**src/hdl/anb_pkg.sv**
```systemverilog
// ----------------------------------------------------------------------------
// anb_pkg
// Shared constants and types for the Annex B unit splitter.
// ----------------------------------------------------------------------------
package anb_pkg;

    // Capacity of one buffer in bytes; positions and sizes saturate here.
    localparam int unsigned BUFFER_BYTES = 4194304;

    localparam int unsigned OFFSET_W = 22;
    localparam int unsigned SIZE_W   = 23;
    localparam int unsigned TYPE_W   = 5;
    localparam int unsigned ZRUN_W   = 2;

    localparam logic [7:0]        START_BYTE = 8'h01;
    localparam logic [7:0]        ZERO_BYTE  = 8'h00;
    localparam logic [ZRUN_W-1:0] ZRUN_MAX   = 2'd3;
    localparam logic [ZRUN_W-1:0] ZRUN_MIN   = 2'd2;

    localparam logic [SIZE_W-1:0]   BUF_LIMIT = SIZE_W'(BUFFER_BYTES);
    localparam logic [OFFSET_W-1:0] OFF_LAST  = OFFSET_W'(BUFFER_BYTES - 1);

    typedef struct packed {
        logic [OFFSET_W-1:0] unit_offset;
        logic [SIZE_W-1:0]   unit_size;
        logic [TYPE_W-1:0]   unit_type;
        logic                closed_by_end;
    } t_unit;

    typedef struct packed {
        logic  valid;
        t_unit unit;
    } t_parse_out;

endpackage

```
**src/hdl/anb_parse.sv**
```systemverilog
// ----------------------------------------------------------------------------
// anb_parse
// Start code tracking state and the per-byte unit result.
// ----------------------------------------------------------------------------
module anb_parse
    import anb_pkg::*;
(
    input  logic       i_clk,
    input  logic       i_rst_n,
    input  logic       i_accept,
    input  logic [7:0] i_data_byte,
    input  logic       i_end_of_buffer,
    output t_parse_out o_result
);

    logic [ZRUN_W-1:0]   r_zrun, n_zrun;
    logic [SIZE_W-1:0]   r_pos, n_pos;
    logic                r_open, n_open;
    logic                r_hdr, n_hdr;
    logic [OFFSET_W-1:0] r_off, n_off;
    logic [TYPE_W-1:0]   r_type, n_type;

    logic                eff_open;
    logic [OFFSET_W-1:0] eff_off;
    logic [TYPE_W-1:0]   eff_type;
    logic                code_done;
    logic [SIZE_W-1:0]   back;
    logic [SIZE_W-1:0]   start;
    logic [SIZE_W-1:0]   off_ext;
    logic [SIZE_W-1:0]   size_code;
    logic [SIZE_W:0]     size_end_raw;
    logic [SIZE_W-1:0]   size_end;

    always_comb begin
        // A header byte opens the unit in the same cycle.
        eff_open = r_open | r_hdr;
        if (r_hdr) begin
            eff_off  = (r_pos >= BUF_LIMIT) ? OFF_LAST : r_pos[OFFSET_W-1:0];
            eff_type = i_data_byte[TYPE_W-1:0];
        end else begin
            eff_off  = r_off;
            eff_type = r_type;
        end
        off_ext = {1'b0, eff_off};

        code_done = (i_data_byte == START_BYTE) && (r_zrun >= ZRUN_MIN);
        back      = (r_zrun == ZRUN_MAX) ? SIZE_W'(3) : SIZE_W'(2);
        start     = (r_pos >= back) ? r_pos - back : '0;
        size_code = (start > off_ext) ? start - off_ext : '0;

        size_end_raw = (r_pos >= off_ext) ? ({1'b0, r_pos} - {1'b0, off_ext} + (SIZE_W+1)'(1))
                                          : '0;
        size_end     = (size_end_raw > {1'b0, BUF_LIMIT}) ? BUF_LIMIT
                                                          : size_end_raw[SIZE_W-1:0];

        o_result                    = '0;
        o_result.unit.unit_offset   = eff_off;
        o_result.unit.unit_type     = eff_type;
        if (code_done) begin
            o_result.valid              = i_accept && eff_open;
            o_result.unit.unit_size     = size_code;
            o_result.unit.closed_by_end = 1'b0;
        end else begin
            o_result.valid              = i_accept && eff_open && i_end_of_buffer;
            o_result.unit.unit_size     = size_end;
            o_result.unit.closed_by_end = 1'b1;
        end

        if (i_data_byte == ZERO_BYTE) begin
            n_zrun = (r_zrun == ZRUN_MAX) ? r_zrun : r_zrun + ZRUN_W'(1);
        end else begin
            n_zrun = '0;
        end
        n_open = code_done ? 1'b0 : eff_open;
        n_hdr  = code_done;
        n_off  = eff_off;
        n_type = eff_type;
        n_pos  = (r_pos < BUF_LIMIT) ? r_pos + SIZE_W'(1) : r_pos;

        // The last byte of a buffer returns everything to the reset state.
        if (i_end_of_buffer) begin
            n_zrun = '0;
            n_open = 1'b0;
            n_hdr  = 1'b0;
            n_off  = '0;
            n_type = '0;
            n_pos  = '0;
        end
    end

    always_ff @(posedge i_clk) begin
        if (!i_rst_n) begin
            r_zrun <= '0;
            r_pos  <= '0;
            r_open <= 1'b0;
            r_hdr  <= 1'b0;
            r_off  <= '0;
            r_type <= '0;
        end else if (i_accept) begin
            r_zrun <= n_zrun;
            r_pos  <= n_pos;
            r_open <= n_open;
            r_hdr  <= n_hdr;
            r_off  <= n_off;
            r_type <= n_type;
        end
    end

endmodule

```
**src/hdl/annexb_nal_unit_splitter.sv**
```systemverilog
// ----------------------------------------------------------------------------
// annexb_nal_unit_splitter
// Splits an H.264 Annex B byte stream into units at its start codes.
// ----------------------------------------------------------------------------
// The block takes one byte per request, flagged on the last byte of each
// buffer, and finds the start codes 00 00 01 and 00 00 00 01 (three or more
// zeros before the 01 make a four-byte code; further zeros stay with the
// previous unit). Each unit is reported once, when the following start code
// completes or when the buffer ends, with the position of its header byte, its
// size without the start code, its type (header byte AND 0x1f) and whether the
// buffer end closed it. Bytes before the first start code are dropped, and a
// start code on the last byte closes the previous unit without opening an
// empty one. The parser state is updated in the cycle of acceptance and any
// result lands in an output register in the same cycle, so a byte can be
// accepted in every cycle while the skid register is empty. A skid register
// behind the output register lets input continue for one further result while
// the consumer stalls; input pauses only when both hold a result. Positions
// and sizes saturate at the buffer capacity.
// ----------------------------------------------------------------------------
module annexb_nal_unit_splitter
    import anb_pkg::*;
(
    input  logic                i_clk,
    input  logic                i_rst_n,
    input  logic                i_valid,
    output logic                o_ready,
    input  logic [7:0]          i_data_byte,
    input  logic                i_end_of_buffer,
    output logic                o_valid,
    input  logic                i_ready,
    output logic [OFFSET_W-1:0] o_unit_offset,
    output logic [SIZE_W-1:0]   o_unit_size,
    output logic [TYPE_W-1:0]   o_unit_type,
    output logic                o_closed_by_end
);

    logic       accept;
    logic       take;
    t_parse_out parse_res;

    logic  r_out_valid;
    t_unit r_out;
    logic  r_skid_valid;
    t_unit r_skid;

    // The input is held off only while both the output and skid registers
    // are occupied, so no result can ever be lost.
    assign o_ready = !r_skid_valid;
    assign accept  = i_valid && o_ready;
    assign take    = r_out_valid && i_ready;

    anb_parse u_parse (
        .i_clk           (i_clk),
        .i_rst_n         (i_rst_n),
        .i_accept        (accept),
        .i_data_byte     (i_data_byte),
        .i_end_of_buffer (i_end_of_buffer),
        .o_result        (parse_res)
    );

    // Output register with a skid stage. A new result goes straight to the
    // output register when it is free or is being emptied this cycle, and to
    // the skid register otherwise.
    always_ff @(posedge i_clk) begin
        if (!i_rst_n) begin
            r_out_valid  <= 1'b0;
            r_skid_valid <= 1'b0;
        end else if (r_skid_valid) begin
            if (take) begin
                r_out_valid  <= 1'b1;
                r_skid_valid <= 1'b0;
            end
        end else if (parse_res.valid) begin
            if (!r_out_valid || take) begin
                r_out_valid <= 1'b1;
            end else begin
                r_skid_valid <= 1'b1;
            end
        end else if (take) begin
            r_out_valid <= 1'b0;
        end
    end

    always_ff @(posedge i_clk) begin
        if (r_skid_valid) begin
            if (take) begin
                r_out <= r_skid;
            end
        end else if (parse_res.valid) begin
            if (!r_out_valid || take) begin
                r_out <= parse_res.unit;
            end else begin
                r_skid <= parse_res.unit;
            end
        end
    end

    assign o_valid         = r_out_valid;
    assign o_unit_offset   = r_out.unit_offset;
    assign o_unit_size     = r_out.unit_size;
    assign o_unit_type     = r_out.unit_type;
    assign o_closed_by_end = r_out.closed_by_end;

    // The skid register is only ever filled behind a full output register.
    a_skid_behind_out : assert property (@(posedge i_clk) disable iff (!i_rst_n)
        r_skid_valid |-> r_out_valid)
        else $error("skid register holds a result while the output is empty");

    // A unit closed by the buffer end always contains at least its header.
    a_end_unit_nonempty : assert property (@(posedge i_clk) disable iff (!i_rst_n)
        (r_out_valid && r_out.closed_by_end) |-> (r_out.unit_size != '0))
        else $error("unit closed by buffer end reported with size zero");

    // Sizes never exceed the buffer capacity.
    a_size_bounded : assert property (@(posedge i_clk) disable iff (!i_rst_n)
        parse_res.valid |-> (parse_res.unit.unit_size <= BUF_LIMIT))
        else $error("unit size beyond buffer capacity");

    // A result produced while the skid is full would be lost.
    a_no_push_when_full : assert property (@(posedge i_clk) disable iff (!i_rst_n)
        r_skid_valid |-> !parse_res.valid)
        else $error("result produced while both output stages are full");

endmodule

```
**config.mk**
```make
export PLATFORM = sky130hd
export DESIGN_NAME = annexb_nal_unit_splitter
export DESIGN_NICKNAME = d
export VERILOG_FILES = /design/src/hdl/anb_pkg.sv /design/src/hdl/anb_parse.sv /design/src/hdl/annexb_nal_unit_splitter.sv
export SDC_FILE = /design/constraint.sdc
export NUM_CORES = 1
export LEC_CHECK = 0
export BUFFER_PORTS_ARGS = -buffer_cell sky130_fd_sc_hd__buf_2
export CORE_ASPECT_RATIO = 1.2
export CORE_UTILIZATION = 55
export CTS_CLUSTER_DIAMETER = 120
export DETAILED_ROUTE_END_ITERATION = 10
export PLACE_DENSITY = 0.77
export SLEW_MARGIN = 10
export SYNTH_ARGS = -nofsm -noshare
export SYNTH_HDL_FRONTEND = slang
export SYNTH_SLANG_ARGS = --single-unit
```
**constraint.sdc**
```tcl
create_clock -name i_clk -period 5.8 [get_ports i_clk]
set_input_delay 0 -clock i_clk [delete_from_list [all_inputs] [get_ports i_clk]]
set_output_delay 0 -clock i_clk [all_outputs]
set_load 0.01 [all_outputs]
```
==> run metrics, run 1 <==
initial antenna violation count 0; ys flop type edfxtp_1; power density over the cells 229 mW/mm²; slew at the pin with the worst max-slew slack 0.863 ns; vias 8,389; worst-skew pair later-pin latency 0.44 ns; ANT nets after route 0; Num Clock Sinks 158; most frequent cells in the layout nor2_1 (126), edfxtp_1 (102), nand2_1 (86), ha_1 (74), buf_2 (65); max cap viols 0; PostCTS Resize Cnt 0; sequential element share of the synthesized area 40.6%; Crit Path Class register to register; IO buf count 65; max-slew violations 0; CP Max Fanout 20; DIE AREA 0.0193 mm²; WL final 25.6 mm; drt pass-1 iters 6; CTS Buf Count 17; dpl cells 1,338; class of the worst hold path input port to register; Cell Chain, Critical Path nor4_1 > nand3b_1 > nor2_1 > nand2_1 > nor3b_2 > buf_4 > or2_2 > ha_1 > inv_1 > fa_1 > a211oi_1 > o21ai_0 > a31o_2 > a221o_1 > a31oi_1 > o21bai_1 > xnor2_1 > nor3_1 > a211o_1; Cells after Synth 1,082; die width 127 µm; crit start category register; I/O Pins 66; Tcrit/Tclk final 91.7%; top cell type's share of synthesized area 29.7%; worst-case clock skew 0.0163 ns; max incr delay on CP 0.53 ns; Synth area leader edfxtp_1; post-DP HPWL 18.5 mm; worst endpoint required time 5.99 ns; chip height 152 µm; share of layout cells above drive strength 1 13.7%; first-pass GRT wire length 41.4 mm; status finished clean; H-tree Lvls 4; Final Critical Period 5.32 ns; most common cell after layout, fill and taps aside nor2_1; Post-synth ARST share 0%; WL per Instance 18.6 µm; R2R depth 19; CTS Buffer Depth 2; synth top area cells edfxtp_1 (30%), dfxtp_1 (11%), ha_1 (9.0%); vias per std cell 6.10; Lkg Pwr 4.75 nW; average footprint of a synthesized cell 9.53 µm²; global route total overflow 0; Layout Cells excl Fill 1,376; crit path DAT 5.51 ns; relative slew slack 42.3%; Post-CTS Setup Inserts 0; Row Count 54; largest net degree at the start of global routing 78; yosys warns 0; clock root buffer clkbuf_16; setup violators final 0; Core Box Area 0.0182 mm²; library cells used by synthesis 74; Residual DRC 0; Fillers 1,545; hold-fix buffers at CTS 6; slowest CP cell nor4_1; GP Congestion 0.942; Final #Nets 1,237; Post-Route Setup TNS 0 ns; unrepaired setup endpoints after global routing no; Post-Syn Area 0.0103 mm²; syn nets 1,180; vias in the first global route 8,175; CTS tree done; number of diodes 0; Total Routing Usage GR 27.3%; Fmax 0.188 GHz; Detailed Route Iter0 Violations 672; Area Overhead vs Synth 12.1%; Core Util, Final 63.3%; Yosys reg bits 158; Starting Density 56.5%; EDFF count, synth 102; nature of the critical path endpoint register; worst hold path depth 4; Peak VDD IR 215 µV; final hold violations 0; clock slew at reported path FFs 0.07 ns
critical path: cells and delay by family, from the launching register on:
family	cells	cell delay, ns
and+or+nand+nor	7	1.61
adders and majority gates	2	0.56
AOI/OAI and AO/OA	7	1.88
xor gates and xnor gates	1	0.29
buffers and inverters	2	0.30
DFF	1	0.42
Yosys cell counts, types with 6 or more instances:
library cell and number:
mux2_2 22, a211oi_1 7, a21o_1 38, o22ai_1 17, a221o_1 6, edfxtp_1 102, o21a_1 7, and4_1 7
nor2b_1 38, xor2_1 29, o211ai_1 6, a31oi_1 10, xnor2_1 39, and2_1 6, or3_1 9, nand3_1 17
o21ai_0 47, nor2_1 127, dfxtp_1 56, inv_1 62, o31ai_2 8, a21oi_1 39, nand2_1 86, nand4_1 14
nor4_1 6, nor3_1 18, a22oi_1 37, clkbuf_1 41, nand2b_1 8, ha_1 74, fa_1 11, and3_1 8
worst paths after layout:
path,slack [ns],end,from
setup / recovery,0.48,o_unit_size[18]$_DFFE_PP_,u_parse.r_pos[2]$_SDFFE_PN0P_
hold / removal,0.11,u_parse.r_pos[1]$_SDFFE_PN0P_,i_end_of_buffer
setup reg to reg,0.48,o_unit_size[18]$_DFFE_PP_,u_parse.r_pos[2]$_SDFFE_PN0P_
hold reg to reg,0.53,o_unit_offset[5]$_DFFE_PP_,r_skid[34]$_DFFE_PP_
report_power, final:
part | internal [W] | leakage [nW] | switching, W
Combinational | 0.0000998 | 3.12 | 0.000149
Clock | 0.000688 | 0.307 | 0.000519
Sequential | 0.00118 | 1.33 | 0.000000907
per-layer routing:
layer | wire length (µm) | share of wire, % | track usage, %
met5 | 0 | 0 | 0
met3 | 1220 | 4.8 | 4.12
met2 | 12400 | 48 | 45.4
met1 | 11300 | 44 | 35.8
met4 | 683 | 2.7 | 10.5
metrics by stage:
stage / hold WS, ns / worst slack [ns] / instance area [µm²] / power (W)
4_1_cts: 0.106 / 0.573 / 11600 / 0.00264
3_5_place_dp: 0.365 / 0.578 / 10900 / 0.00145
6_report: 0.114 / 0.480 / 11600 / 0.00264
5_1_grt: 0.140 / 0.0175 / 11600 / 0.00272
3_3_place_gp: 0.357 / 0.592 / 10900 / 0.00145
2_1_floorplan: 0.128 / 0.671 / 10300 / 0.00139
sequential cells by signal, summed over array words and instances (netlist names):
name and count:
u_parse.r_zrun 2, o_unit_offset 22, u_parse.r_off 22, o_valid 1, u_parse.r_pos 23, u_parse.r_type 5, u_parse.r_hdr 1, o_unit_type 5
o_closed_by_end 1, r_skid_valid 1, u_parse.r_open 1, o_unit_size 23, r_skid 51
final cells by class:
cell class | instances | area (µm²) | area share, %
Multi-Input combinational cell | 812 | 5730 | 49.6
Timing Repair Buffer | 86 | 498 | 4.31
Clock inverter | 13 | 160 | 1.39
Sequential cell | 158 | 4190 | 36.2
Tap cell | 224 | 280 | 2.43
Inverter | 64 | 240 | 2.08
Clock buffer | 19 | 464 | 4.02
cell families (layout without fill, tap and decap cells):
logic type               after synthesis  in the layout  share of synthesized area [%]
XOR/XNOR                              68             68                           5.78
multiplexers                          25             25                           2.69
buffers and inverters                112            182                           4.18
AND/OR/NAND/NOR                      364            364                           17.0
adder cells (fa/ha/maj)               85             85                           11.1
flip-flops                           158            158                           40.6
AO/OA/AOI/OAI                        270            270                           18.6
Note: power is estimated with default switching activity, not from simulation.
==> run 2, diff against run 1 <==
- SYNTH_HIERARCHICAL: not set -> 1
==> run 2 against run 1 <==
Synthesized cell count decreased by 1.6%; area after synthesis increased by 2.2%; non-clock buffer count increased by 15; clock skew increased by 0.0027 ns; total power decreased by 0.20%; register-to-register slack improved by 0.05 ns; utilization decreased by 0.36 points; clock-buffer cell count decreased by 1; critical path type unchanged; critical endpoint is now o_unit_size[0]$_DFFE_PP_; largest cell class unchanged; largest power group is now registers.
==> run metrics, run 2 <==
Cell Chain, Critical Path ha_1 > nand2b_1 > ha_1 > or4_4 > nor3_4 > nand2_1 > or4_1 > xor2_1 > nor2_1 > ha_1 > nand4_1 > nor3_1 > a41o_4 > a21o_1 > o31a_1 > buf_4 > o22ai_1 > mux2_2; grt peak-use layer met2; vias in the first global route 8,268 (+1.1%); crit start category register; worst setup margin 0.533 ns (+0.0523 ns); WL final 26.6 mm (+3.8%); status finished clean; fin area 0.0118 mm² (+2.4%); clock slew at reported path FFs 0.07 ns (about the same); ys flop type edfxtp_1; worst endpoint required time 5.99 ns (about the same); Peak VDD IR 205 µV (-4.8%); EDFF count, synth 102 (unchanged); die width 128 µm (+1.1%); most common cell in the netlist edfxtp_1; Top cell by count, worst path ha_1; top cell type's share of synthesized area 29.1% (-0.64 points); ANT nets after route 0 (unchanged); CTS Buf Count 17 (unchanged); largest net degree at the start of global routing 57 (-27%); CP Max Fanout 8 (-60%); yosys warns 6 (+6); syn nets 1,161 (-1.6%); Core Util, Final 63.0% (-0.36 points); top post-synthesis cells by count edfxtp_1 (102), nor2_1 (88), ha_1 (72), nand2_1 (71), a21oi_1 (66); grt met3 use 4.11% (-0.014 points); Total Routing Usage GR 27.6% (+0.25 points); power density over the cells 223 mW/mm² (-2.5%); Yosys reg bits 158 (unchanged); Final Critical Period 5.27 ns (-0.0523 ns); clock root buffer clkbuf_16; CTS Buffer Depth 2 (unchanged); Post-synth ARST share 0% (unchanged); WL per Instance 18.9 µm (+1.6%); DIE AREA 0.0197 mm² (+2.2%); slew at the pin with the worst max-slew slack 1.10 ns (+0.240 ns); setup violators final 0 (unchanged); Lkg Pwr 5.02 nW (+5.6%); max-slew violations 0 (unchanged); Cells after Synth 1,065 (-1.6%); number of diodes 0 (unchanged); worst path bufs/invs 1 (-1); Largest register FFs 51 (unchanged); Area Overhead vs Synth 12.4%; GR Util met2 45.5% (+0.11 points); Final #Nets 1,233 (-0.32%); Fmax 0.190 GHz (+0.99%); CTS tree done; average footprint of a synthesized cell 9.89 µm² (+3.8%); Core Box Area 0.0188 mm² (+3.0%); vias per std cell 6.02 (-1.2%); total power 0.00264 W (-0.20%); Synth area leader edfxtp_1; area of the multi-input gates 0.00588 mm² (+2.6%); I/O Pins 66 (unchanged); Detailed Route Iter0 Violations 845 (+26%); final hold violations 0 (unchanged); max cap viols 0 (unchanged); first-pass GRT wire length 42.2 mm (+1.9%); post-DP HPWL 19.8 mm (+6.7%); Post-CTS Setup Inserts 0 (unchanged); Tcrit/Tclk final 90.8% (-0.90 points); top cell family by delay on the critical path simple AND/OR/NAND/NOR gates; IO buf count 65 (unchanged); relative slew slack 26.4% (-16 points); Residual DRC 0 (unchanged); Post-Syn Area 0.0105 mm² (+2.2%); Num Clock Sinks 158 (unchanged); nature of the critical path endpoint register; worst-skew pair later-pin latency 0.44 ns (about the same); chip height 154 µm (+1.1%); Setup WS pre-CTS 0.659 ns (+0.0811 ns); slowest CP cell ha_1; synth top area cells edfxtp_1 (29%), dfxtp_1 (11%), ha_1 (8.6%); worst-case clock skew 0.0191 ns (+0.00275 ns); most frequent cells in the layout edfxtp_1 (102), nor2_1 (88), ha_1 (72), nand2_1 (71); GP Congestion 0.974 (+3.5%); max incr delay on CP 0.50 ns (-0.03 ns); met1 Use GR 35.8% (about the same); Row Count 55 (+1.9%); Fillers 1,496 (-3.2%); share of layout cells above drive strength 1 18.7% (+5.0 points); unrepaired setup endpoints after global routing no; Reg area 0.00419 mm² (unchanged); Starting Density 56.1% (-0.44 points); crit path DAT 5.46 ns (-0.05 ns); library cells used by synthesis 82 (+11%); Crit Path Class register to register; Post-Route Setup TNS 0 ns (unchanged); Cell Area, Placed 0.0112 mm² (+2.8%); drt pass-1 iters 6 (unchanged); class of the worst hold path input port to register; vias 8,466 (+0.92%); most common cell after layout, fill and taps aside edfxtp_1; initial antenna violation count 0 (unchanged); most flop-heavy register r_skid; sequential element share of the synthesized area 39.7% (-0.87 points); H-tree Lvls 4 (unchanged); global route total overflow 0 (unchanged)
[run 2: cell types whose count changed after synthesis, sizes merged, moves of 12 or more]
cell,before,now
nor2,127,90
a21o,38,19
a22oi,37,0
and2,6,18
nand2,86,71
a21oi,40,66
nand3,17,35
mux2,22,59
clkbuf,41,28
buf,7,20
[run 2: stage by stage]
stage	cells	hold WS, ns
global placement	1368	0.223
floorplan	1065	0.0972
CTS	1406	0.0202
detailed placement	1368	0.216
finish	1406	0.0315
global route	1406	0.0426
[run 2: worst register-to-register path: stages, from the launching register on]
cell      delay [ns]
dfxtp_1         0.40
ha_1            0.19
nand2b_1        0.13
ha_1            0.25
or4_4           0.48
nor3_4          0.29
nand2_1         0.15
or4_1           0.43
xor2_1          0.21
nor2_1          0.09
ha_1            0.50
nand4_1         0.21
nor3_1          0.28
a41o_4          0.28
a21o_1          0.16
o31a_1          0.31
buf_4           0.25
o22ai_1         0.13
mux2_2          0.28
[run 2: worst paths after layout]
path                                                startpoint                             end  slack, ns  cells after the start
worst min register to register  u_parse/r_type[1]$_SDFFE_PN0P_  u_parse/r_type[1]$_SDFFE_PN0P_       0.48                      2
worst max register to register  u_parse/r_zrun[1]$_SDFFE_PN0P_        o_unit_size[0]$_DFFE_PP_       0.53                     18
worst min-delay path                           i_end_of_buffer   u_parse/r_pos[1]$_SDFFE_PN0P_       0.03                      4
worst max-delay path            u_parse/r_zrun[1]$_SDFFE_PN0P_        o_unit_size[0]$_DFFE_PP_       0.53                     18
[run 2: logic make-up (layout without fill, tap and decap cells)]
kind of cell | Yosys count | in the layout | synth area share [%]
muxes | 65 | 65 | 6.91
xor gates and xnor gates | 66 | 66 | 5.49
DFF | 158 | 158 | 39.7
buffers and inverters | 112 | 197 | 4.59
and+or+nand+nor | 339 | 339 | 16.6
AOI/OAI and AO/OA | 242 | 242 | 16.1
adders and majority gates | 83 | 83 | 10.6
[run 2: metal layers]
metal,wire length [µm],share of wire (%)
met5,0,0
met4,1040,3.9
met2,12700,48
met1,11300,43
met3,1500,5.6
[run 2: repair_timing]
action / CTS / global route
hold buffers: 6 / 0
endpoints found under the hold margin: 7 / 0
gates resized for setup: 0 / 0
setup endpoints to repair: 0 / 0
[run 2: layout make-up]
type                    count  share of cell area [%]
multi-input cells         795                    49.7
well taps                 256                    2.71
clock buffers              18                    3.63
clock inverters            14                    1.44
repair buffers            101                    5.16
flip-flops and latches    158                    35.4
inverters                  64                    2.03
[run 2: power by group]
group	total (W)	switching (W)	internal [W]
registers	0.00119	0.00000215	0.00118
logic	0.000309	0.000180	0.000128
clock network	0.00114	0.000489	0.000652
